===== src/sv/b64sd_pkg.sv =====
// shared types and codes for the base64 stream decoder
// no dependencies; used by every module of the block
package b64sd_pkg;

	localparam int CharW   = 8;
	localparam int SymW    = 6;
	localparam int CountW  = 3;
	localparam int StatusW = 2;

	// stop status codes
	localparam logic [StatusW-1:0] ST_DECODING = 2'd0;
	localparam logic [StatusW-1:0] ST_PADDED   = 2'd1;
	localparam logic [StatusW-1:0] ST_INVALID  = 2'd2;

	// character codes
	localparam logic [CharW-1:0] CH_LF    = 8'h0A;
	localparam logic [CharW-1:0] CH_CR    = 8'h0D;
	localparam logic [CharW-1:0] CH_SPACE = 8'h20;
	localparam logic [CharW-1:0] CH_PLUS  = 8'h2B;
	localparam logic [CharW-1:0] CH_SLASH = 8'h2F;
	localparam logic [CharW-1:0] CH_DIG0  = 8'h30;
	localparam logic [CharW-1:0] CH_DIG9  = 8'h39;
	localparam logic [CharW-1:0] CH_PAD   = 8'h3D;
	localparam logic [CharW-1:0] CH_UC_A  = 8'h41;
	localparam logic [CharW-1:0] CH_UC_Z  = 8'h5A;
	localparam logic [CharW-1:0] CH_LC_A  = 8'h61;
	localparam logic [CharW-1:0] CH_LC_Z  = 8'h7A;

	typedef struct packed {
		logic [CharW-1:0] char_in;
		logic             msg_start;
	} in_item_t;

	typedef struct packed {
		logic [CharW-1:0]   byte_out;
		logic               byte_valid;
		logic [StatusW-1:0] status;
	} out_item_t;

	// classification of one character
	typedef struct packed {
		logic            is_ws;
		logic            is_pad;
		logic            is_sym;
		logic [SymW-1:0] sym;
	} char_class_t;

endpackage


===== src/sv/b64sd_char_class.sv =====
// character classifier: whitespace, padding, alphabet symbol value
// depends on b64sd_pkg
module b64sd_char_class (
	input  logic [b64sd_pkg::CharW-1:0] char_in,
	output b64sd_pkg::char_class_t      cls
);

	logic [b64sd_pkg::CharW-1:0] val;

	always_comb begin
		cls = '0;
		val = '0;
		cls.is_ws  = (char_in == b64sd_pkg::CH_LF) || (char_in == b64sd_pkg::CH_CR) ||
		             (char_in == b64sd_pkg::CH_SPACE);
		cls.is_pad = (char_in == b64sd_pkg::CH_PAD);
		if (char_in inside {[b64sd_pkg::CH_UC_A:b64sd_pkg::CH_UC_Z]}) begin
			cls.is_sym = 1'b1;
			val = char_in - b64sd_pkg::CH_UC_A;
		end else if (char_in inside {[b64sd_pkg::CH_LC_A:b64sd_pkg::CH_LC_Z]}) begin
			cls.is_sym = 1'b1;
			val = char_in - b64sd_pkg::CH_LC_A + 8'd26;
		end else if (char_in inside {[b64sd_pkg::CH_DIG0:b64sd_pkg::CH_DIG9]}) begin
			cls.is_sym = 1'b1;
			val = char_in - b64sd_pkg::CH_DIG0 + 8'd52;
		end else if (char_in == b64sd_pkg::CH_PLUS) begin
			cls.is_sym = 1'b1;
			val = 8'd62;
		end else if (char_in == b64sd_pkg::CH_SLASH) begin
			cls.is_sym = 1'b1;
			val = 8'd63;
		end
		cls.sym = val[b64sd_pkg::SymW-1:0];
	end

endmodule


===== src/sv/b64sd_core.sv =====
// decoder state (residue, bit count, stop status) and per-item update
// depends on b64sd_pkg
module b64sd_core (
	input  logic                  clk,
	input  logic                  arst_n,
	input  logic                  step,
	input  logic                  msg_start,
	input  b64sd_pkg::char_class_t cls,
	output b64sd_pkg::out_item_t  result
);

	logic [b64sd_pkg::SymW-1:0]    residue_q, residue_d, res_eff;
	logic [b64sd_pkg::CountW-1:0]  count_q, count_d, cnt_eff;
	logic [b64sd_pkg::StatusW-1:0] stop_q, stop_d, stop_eff;
	logic [11:0]                   acc;
	logic [3:0]                    cnt_new;
	logic [2:0]                    shamt;
	logic [11:0]                   shifted;
	logic [5:0]                    keep_mask;

	always_comb begin
		// message start clears state before the character is handled
		res_eff   = msg_start ? '0 : residue_q;
		cnt_eff   = msg_start ? '0 : count_q;
		stop_eff  = msg_start ? b64sd_pkg::ST_DECODING : stop_q;
		acc       = {res_eff, cls.sym};
		cnt_new   = {1'b0, cnt_eff} + 4'd6;
		shamt     = 3'(cnt_new - 4'd8);
		shifted   = acc >> shamt;
		keep_mask = 6'((7'd1 << shamt) - 7'd1);
		residue_d = res_eff;
		count_d   = cnt_eff;
		stop_d    = stop_eff;
		result    = '0;
		if (stop_eff == b64sd_pkg::ST_DECODING && !cls.is_ws) begin
			if (cls.is_pad) begin
				stop_d = b64sd_pkg::ST_PADDED;
			end else if (!cls.is_sym) begin
				stop_d = b64sd_pkg::ST_INVALID;
			end else if (cnt_new >= 4'd8) begin
				result.byte_out   = shifted[7:0];
				result.byte_valid = 1'b1;
				residue_d         = acc[5:0] & keep_mask;
				count_d           = shamt;
			end else begin
				residue_d = acc[5:0];
				count_d   = cnt_new[2:0];
			end
		end
		result.status = stop_d;
	end

	always_ff @(posedge clk or negedge arst_n) begin
		if (!arst_n) begin
			residue_q <= '0;
			count_q   <= '0;
			stop_q    <= b64sd_pkg::ST_DECODING;
		end else if (step) begin
			residue_q <= residue_d;
			count_q   <= count_d;
			stop_q    <= stop_d;
		end
	end

`ifndef SYNTHESIS
	// pending bit count is always even and at most six
	a_count_even: assert property (@(posedge clk) disable iff (!arst_n)
		(count_q[0] == 1'b0) && (count_q <= 3'd6))
		else $error("bit count out of range");

	// once stopped, state holds until a message start
	a_stop_holds: assert property (@(posedge clk) disable iff (!arst_n)
		step && !msg_start && (stop_q != b64sd_pkg::ST_DECODING)
		|=> $stable(stop_q) && $stable(residue_q) && $stable(count_q))
		else $error("state changed after stop");

	// residue bits above the count are zero; checked here for a zero count
	a_residue_clean: assert property (@(posedge clk) disable iff (!arst_n)
		(count_q == 3'd0) |-> (residue_q == '0))
		else $error("stale residue bits");
`endif

endmodule


===== src/sv/base64_stream_decoder_unit.sv =====
// an accepted item reaches the output through the input register and then the result register
// throughput: one item per cycle while out_ready stays high; the state update is one short shift-and-mask pass
// the input stage takes one more item while a result waits; with both stages full in_ready
// follows out_ready in the same cycle, so a released stall leaves no bubble
// reset: arst_n asynchronously clears valid flags, residue, bit count and stop status
// depends on b64sd_pkg, b64sd_char_class, b64sd_core
module base64_stream_decoder_unit (
	input  logic                 clk,
	input  logic                 arst_n,
	input  logic                 in_valid,
	output logic                 in_ready,
	input  b64sd_pkg::in_item_t  in_data,
	output logic                 out_valid,
	input  logic                 out_ready,
	output b64sd_pkg::out_item_t out_data
);

	// input register stage
	logic                   valid_s1;
	b64sd_pkg::in_item_t    item_s1;
	// result register
	logic                   out_valid_q;
	b64sd_pkg::out_item_t   out_data_q;

	logic                   adv_s1;
	b64sd_pkg::char_class_t cls;
	b64sd_pkg::out_item_t   result;

	// the stage-one item moves on when the result register is free or being drained
	assign adv_s1   = valid_s1 && (!out_valid_q || out_ready);
	assign in_ready = !valid_s1 || adv_s1;

	always_ff @(posedge clk or negedge arst_n) begin
		if (!arst_n) begin
			valid_s1 <= 1'b0;
		end else if (in_ready) begin
			valid_s1 <= in_valid;
		end
	end

	// payload register, no reset needed
	always_ff @(posedge clk) begin
		if (in_ready && in_valid) begin
			item_s1 <= in_data;
		end
	end

	// classify the registered character
	b64sd_char_class u_class (
		.char_in (item_s1.char_in),
		.cls     (cls)
	);

	// state update, committed only when the item moves to the result register
	b64sd_core u_core (
		.clk       (clk),
		.arst_n    (arst_n),
		.step      (adv_s1),
		.msg_start (item_s1.msg_start),
		.cls       (cls),
		.result    (result)
	);

	always_ff @(posedge clk or negedge arst_n) begin
		if (!arst_n) begin
			out_valid_q <= 1'b0;
		end else if (!out_valid_q || out_ready) begin
			out_valid_q <= valid_s1;
		end
	end

	always_ff @(posedge clk) begin
		if (adv_s1) begin
			out_data_q <= result;
		end
	end

	assign out_valid = out_valid_q;
	assign out_data  = out_data_q;

`ifndef SYNTHESIS
	// a decoded byte only comes from a character handled while decoding
	a_byte_status: assert property (@(posedge clk) disable iff (!arst_n)
		out_valid && out_data.byte_valid |-> (out_data.status == b64sd_pkg::ST_DECODING))
		else $error("byte delivered with stop status");

	// no byte means a zero byte field
	a_byte_zero: assert property (@(posedge clk) disable iff (!arst_n)
		out_valid && !out_data.byte_valid |-> (out_data.byte_out == '0))
		else $error("byte field not cleared");

	// a held stage-one item is not lost while the output stalls
	a_s1_hold: assert property (@(posedge clk) disable iff (!arst_n)
		valid_s1 && !adv_s1 |=> valid_s1 && $stable(item_s1))
		else $error("stage one item dropped");
`endif

endmodule


===== config.mk =====
export PLATFORM = sky130hd
export DESIGN_NAME = base64_stream_decoder_unit
export DESIGN_NICKNAME = d
export VERILOG_FILES = /design/src/sv/b64sd_pkg.sv /design/src/sv/b64sd_char_class.sv /design/src/sv/b64sd_core.sv /design/src/sv/base64_stream_decoder_unit.sv
export SDC_FILE = /design/constraint.sdc
export NUM_CORES = 1
export LEC_CHECK = 0
export ABC_AREA = 1
export BUFFER_PORTS_ARGS = -buffer_cell sky130_fd_sc_hd__buf_4
export CORE_ASPECT_RATIO = 1.2
export CORE_MARGIN = 2
export CORE_UTILIZATION = 50
export CTS_BUF_LIST = sky130_fd_sc_hd__clkbuf_16
export DETAILED_ROUTE_END_ITERATION = 8
export PLACE_DENSITY = 0.69
export SYNTH_ARGS = -nofsm -noshare
export SYNTH_HDL_FRONTEND = slang
export SYNTH_HIERARCHICAL = 1
export SYNTH_SLANG_ARGS = --single-unit

===== constraint.sdc =====
create_clock -name clk -period 3.8 [get_ports clk]
set_input_delay 0.38 -clock clk [delete_from_list [all_inputs] [get_ports clk]]
set_output_delay 0.38 -clock clk [all_outputs]
set_load 0.01 [all_outputs]

; ---- Word-level counts from Yosys, hierarchy flattened
; Cells that the tools add are included.
[op_classes]
mux = 25
n_shift = 2
order_cmp = 7
n_bitwise = 4
n_reduce_logical = 16
addsub = 8
n_eq_ne = 6
[op_table]
columns = operator, n
row1 = 6-bit 2-to-1 mux, 10
row2 = "8-bit by 6-bit == test with 1-bit output, second input constant", 4
row3 = "8-bit by 4-bit == test with 1-bit output, second input constant", 2
row4 = "8-bit by 7-bit greater-or-equal comparator with 1-bit output, second input constant", 2
row5 = "8-bit by 7-bit less-or-equal comparator with 1-bit output, second input constant", 2
row6 = 3-bit 2-to-1 mux, 5
row7 = 12-bit by 3-bit right shift with 8-bit output, 1
row8 = "6-bit by 1-bit subtractor with 6-bit output, second input constant", 2
row9 = "6-bit subtractor, second input constant", 2
row10 = "8-bit by 6-bit greater-or-equal comparator with 1-bit output, second input constant", 1
row11 = "8-bit by 6-bit less-or-equal comparator with 1-bit output, second input constant", 1
row12 = 2-bit 2-to-1 mux, 4
row13 = "6-bit by 5-bit adder with 6-bit output, second input constant", 1
row14 = "6-bit adder, second input constant", 1
row15 = 6-bit bitwise AND, 1
row16 = 1-bit logical AND, 6
row17 = 1-bit 2-to-1 mux, 6
row18 = "1-bit by 3-bit << shifter with 6-bit output, first input constant", 1
row19 = "3-bit by 3-bit adder with 4-bit output, second input constant", 1
row20 = "4-bit greater-or-equal comparator, second input constant", 1
row21 = 1-bit logical OR, 4
row22 = 4-bit OR reduction, 1
row23 = 1-bit logical NOT, 3
row24 = 1-bit NOT, 3
row25 = 3 further kinds, 3
[totals]
out_inout_bits = 13
wordCells = 78
ff_bits = 33

; ---- Logic depth before layout (Yosys ltp)
[logic_depth]
word_depth = 11
depth_mapped = 17
depth_no_buf = 16

; ---- Cells and area by module
; Netlist, hierarchy kept.
[modules_own_cells]
columns = module, cells_each, area_each_um2, instances
row1 = b64sd_core, 194, 1183.6, 1
row2 = b64sd_char_class, 142, 779.5, 1
row3 = base64_stream_decoder_unit, 32, 695.7, 1

; ---- Worst setup path after synthesis
; OpenSTA, ideal clock, no wires.
[synth_path]
path_type = register -> register
from = reg item_s1[3] (netlist bit)
to = reg out_data_q (netlist bit out_data[8]) (data pin)
required_time_ns = 3.545
setup_ns = 0.255
path_stages_with_launch = 17
arrival_time_ns = 1.909
slack_ns = 1.636
path_buffers = 1
path_cell_list = edfxtp_1 > buf_2 > inv_1 > ha_1 > nand2_1 > inv_1 > nand3_1 > nand2_2 > nand2_2 > nand2_2 > nand3b_1 > nand2_1 > inv_1 > nand2_4 > nor2_8 > o21ai_1 > nor2_1
[synth_rtl]
columns = item, line_no
row1 = "start, declared", base64_stream_decoder_unit.sv:20  ; b64sd_pkg::in_item_t item_s1;
row2 = "start signal, assigned", base64_stream_decoder_unit.sv:44  ; item_s1 <= in_data;
row3 = "end signal, assigned", base64_stream_decoder_unit.sv:74  ; out_data_q <= result;
row4 = "end, declared", base64_stream_decoder_unit.sv:23  ; b64sd_pkg::out_item_t out_data_q;

==> impl_results.md <==
* Max-cap viol count at 0
* Max stage delay on crit path at 0.62 ns
* Clock transition at path regs at 0.05 ns
* Total routed wirelength at 6660 um
* Post-synth EDFFs at 20
* Switching share of power at 33.7%
* DRT Pass-1 Iters at 4
* Maximum clock frequency at 367 MHz
* Hold Violations, Final at 0
* Area Overhead vs Synth at 15.8%
* Yosys warns at 6
* Synth top area share at 22.6%
* Drt initial violations at 167
* CTS Root Cell: clkbuf_16
* Die area at 5920 um^2
* Top-count cell post-synth: nand2_1
* Crit Path Max Fanout at 12
* Worst EP arrival at 2.75 ns
* Vias at 2,610
* Cell leakage power at 0.00147 uW
* Power Density at 471 nW/um^2
* Worst VDD drop at 0.299 mV
* Post-Synthesis Cells at 368
* GRT Residual Overflow at 0
* Drt drc at 0
* Dpl cells at 449
* Initial Util at 50.9%
* Slew Viols, Final at 0
* Clk pwr share at 35.9%
* # diodes at 0
* Critical Path, Cell by Cell: inv_1 -> ha_1 -> nand2_1 -> nand4_1 -> nand4_1 -> nand3_1 -> o21ai_0 -> nand2_1 -> a21oi_1 -> nor2_1
* TritonCTS clock tree: done
* Worst-Skew Late Latency at 0.27 ns
* Internal Pwr Total at 961 uW
* Cell Rows at 29
* GP Congestion at 0.975
* Port Buffers at 25
* Wire per inst at 14.5 um
* Max-slew headroom at 67.3%
* TNS Setup at 0 ns
* Mapped cell area at 2660 um^2
* Hold Path Class: primary input to register
* P_sw at 489 uW
* Final cell count without fillers at 458
* Synth area leader: edfxtp_1
* Vias per cell at 5.70
* TritonCTS sink count at 33
* Minimum clock period at 2.72 ns
* Io pins at 26
* Antenna violations before repair at 0
* Async S/R FF share, synth at 39.4%
* Status: completed
* Required time of the critical path at 3.83 ns
* Final setup viols at 0
* Most used flip-flop cell after synthesis: edfxtp_1
* Register area share after synthesis at 34.8%
* Maximum number of pins on one net before global-route repair at 21
* Share of cells above drive strength 1 at 16.9%
* Worst setup EP type: register
* Number of global-route vias before repair at 2,483
* Die width at 70.6 um
* Register area at 926 um^2
* RSZ-0062 raised after global routing: no
* Startpoint Class: register
* Multi-input logic area at 1510 um^2
* Core area at 5230 um^2
* # fillers at 509
* Bufs on Longest Clock Path at 2
* Area contributors post-synth: edfxtp_1 (23%), nand2_1 (15%), dfrtp_1 (12%)
* Syn_nets at 393
* Slowest cell on the critical path: edfxtp_1
* Final ANT Viol Nets at 0
* All-layer global routing usage at 23.4%
* H-tree Lvls at 2
* Comb pwr share at 30.5%
* Syn avg cell area at 7.23 um^2
* Critical path class: register to register
* Tcrit/Tclk final at 71.7%
* Total CTS buffers at 5
* First-pass GRT wire length at 11,100 um
* Setup Skew at 0.00296 ns
* Post-synthesis cell type count at 36
* Top cells by count, synth: nand2_1 (103), nand3_1 (42), inv_1 (37), nor2_1 (36)
* Yosys reg bits at 33
* Detail Placement HPWL at 5110 um
* Die H at 83.9 um
* Post-CTS sizing at 0
* Flop pwr share at 33.6%
* Nets at 420
* Slew @ Worst Pin at 0.485 ns
-- sequential cells by signal, summed over array words and instances (netlist names) --
signal,flops
item_s1,9
out_data,11
out_valid,1
u_core/count_q,3
u_core/residue_q,6
u_core/stop_q,2
valid_s1,1
-- power groups by stage --
stage               clock network (uW)  logic (uW)  registers, uW
floorplan                            0         328            481
global route                       553         493            493
CTS                                532         437            486
finish                             521         442            487
global placement                     0         432            491
detailed placement                   0         434            492
-- worst max-delay path: cells and delay by family (launching register included) --
family | cells | cell delay (ns)
compound gates | 2 | 0.40
fa+ha+maj | 1 | 0.28
buf+inv | 1 | 0.20
flops | 1 | 0.62
simple gates | 6 | 0.97
-- logic make-up after synthesis --
kind of cell               count (synthesis)  share of synthesized area [%]
and+or+nand+nor                          220                           38.9
buffers and inverters                     52                           8.71
AOI/OAI and AO/OA                         45                           9.93
DFF                                       33                           34.8
adders and majority gates                 12                           5.65
xor gates and xnor gates                   6                           1.98
-- layout by cell type, fill, tap and decap left out, drive strengths merged --
cell type / Yosys / final
nand2: 114 / 114
nand3: 45 / 45
inv: 44 / 44
nor2: 43 / 43
buf: 6 / 26
edfxtp: 20 / 20
a21oi: 20 / 20
o21ai: 15 / 15
dfrtp: 13 / 13
nand4: 13 / 13
ha: 12 / 12
o211ai: 7 / 7
clkbuf: 1 / 5
xor2: 5 / 5
bufinv: 0 / 2
clkinv: 1 / 2
nor3: 2 / 2
dlygate4sd3: 0 / 1
a21o: 1 / 1
xnor2: 1 / 1
nor4: 1 / 1
nand3b: 1 / 1
o22ai: 1 / 1
o21bai: 1 / 1
or2: 1 / 1
-- final timing paths --
kind	from	end	slack (ns)	cells past startpoint
max in group asynchronous	arst_n	u_core/residue_q[1]	3.15	2
setup / recovery	item_s1[3]	out_data[8]	1.08	10
hold reg to reg	u_core/residue_q[2]	u_core/residue_q[2]	0.49	2
setup reg to reg	item_s1[3]	out_data[8]	1.08	10
min in group asynchronous	arst_n	u_core/residue_q[5]	0.49	2
hold / removal	in_data[4]	item_s1[4]	0.28	1
-- metal layers --
metal	track usage [%]	wire length, um	share of wire, %	up-vias
met1	25.0	2570	39	1217
met2	43.6	3510	53	98
met4	11.3	271	4.1	0
met3	3.74	308	4.6	24
li1	-	-	-	1271
met5	0	0	0	-
-- final cells by class --
class	count	share of cell area [%]
multi-input cells	283	48.9
inverters	45	5.65
repair buffers	27	6.67
clock inverters	3	2.11
clock buffers	5	4.07
well taps	62	2.52
flip-flops and latches	33	30.1
-- through the flow --
step	cell area, um^2	setup slack (ns)	hold slack, ns	power [uW]	utilization [%]
final	3080	1.08	0.279	1450	58.9
after floorplan	2660	1.64	0.0844	809	-
after global routing	3080	0.917	0.267	1540	58.9
after global placement	2880	1.20	0.235	923	55.1
after CTS	3080	1.15	0.272	1460	58.9
after detailed placement	2880	1.15	0.238	927	55.1
-- repair_timing --
item	4_1_cts	5_1_grt
buffers inserted	0	0
hold buffers	1	0
endpoints found under the hold margin	13	0
No activity file was read; power rests on OpenSTA's default activity.
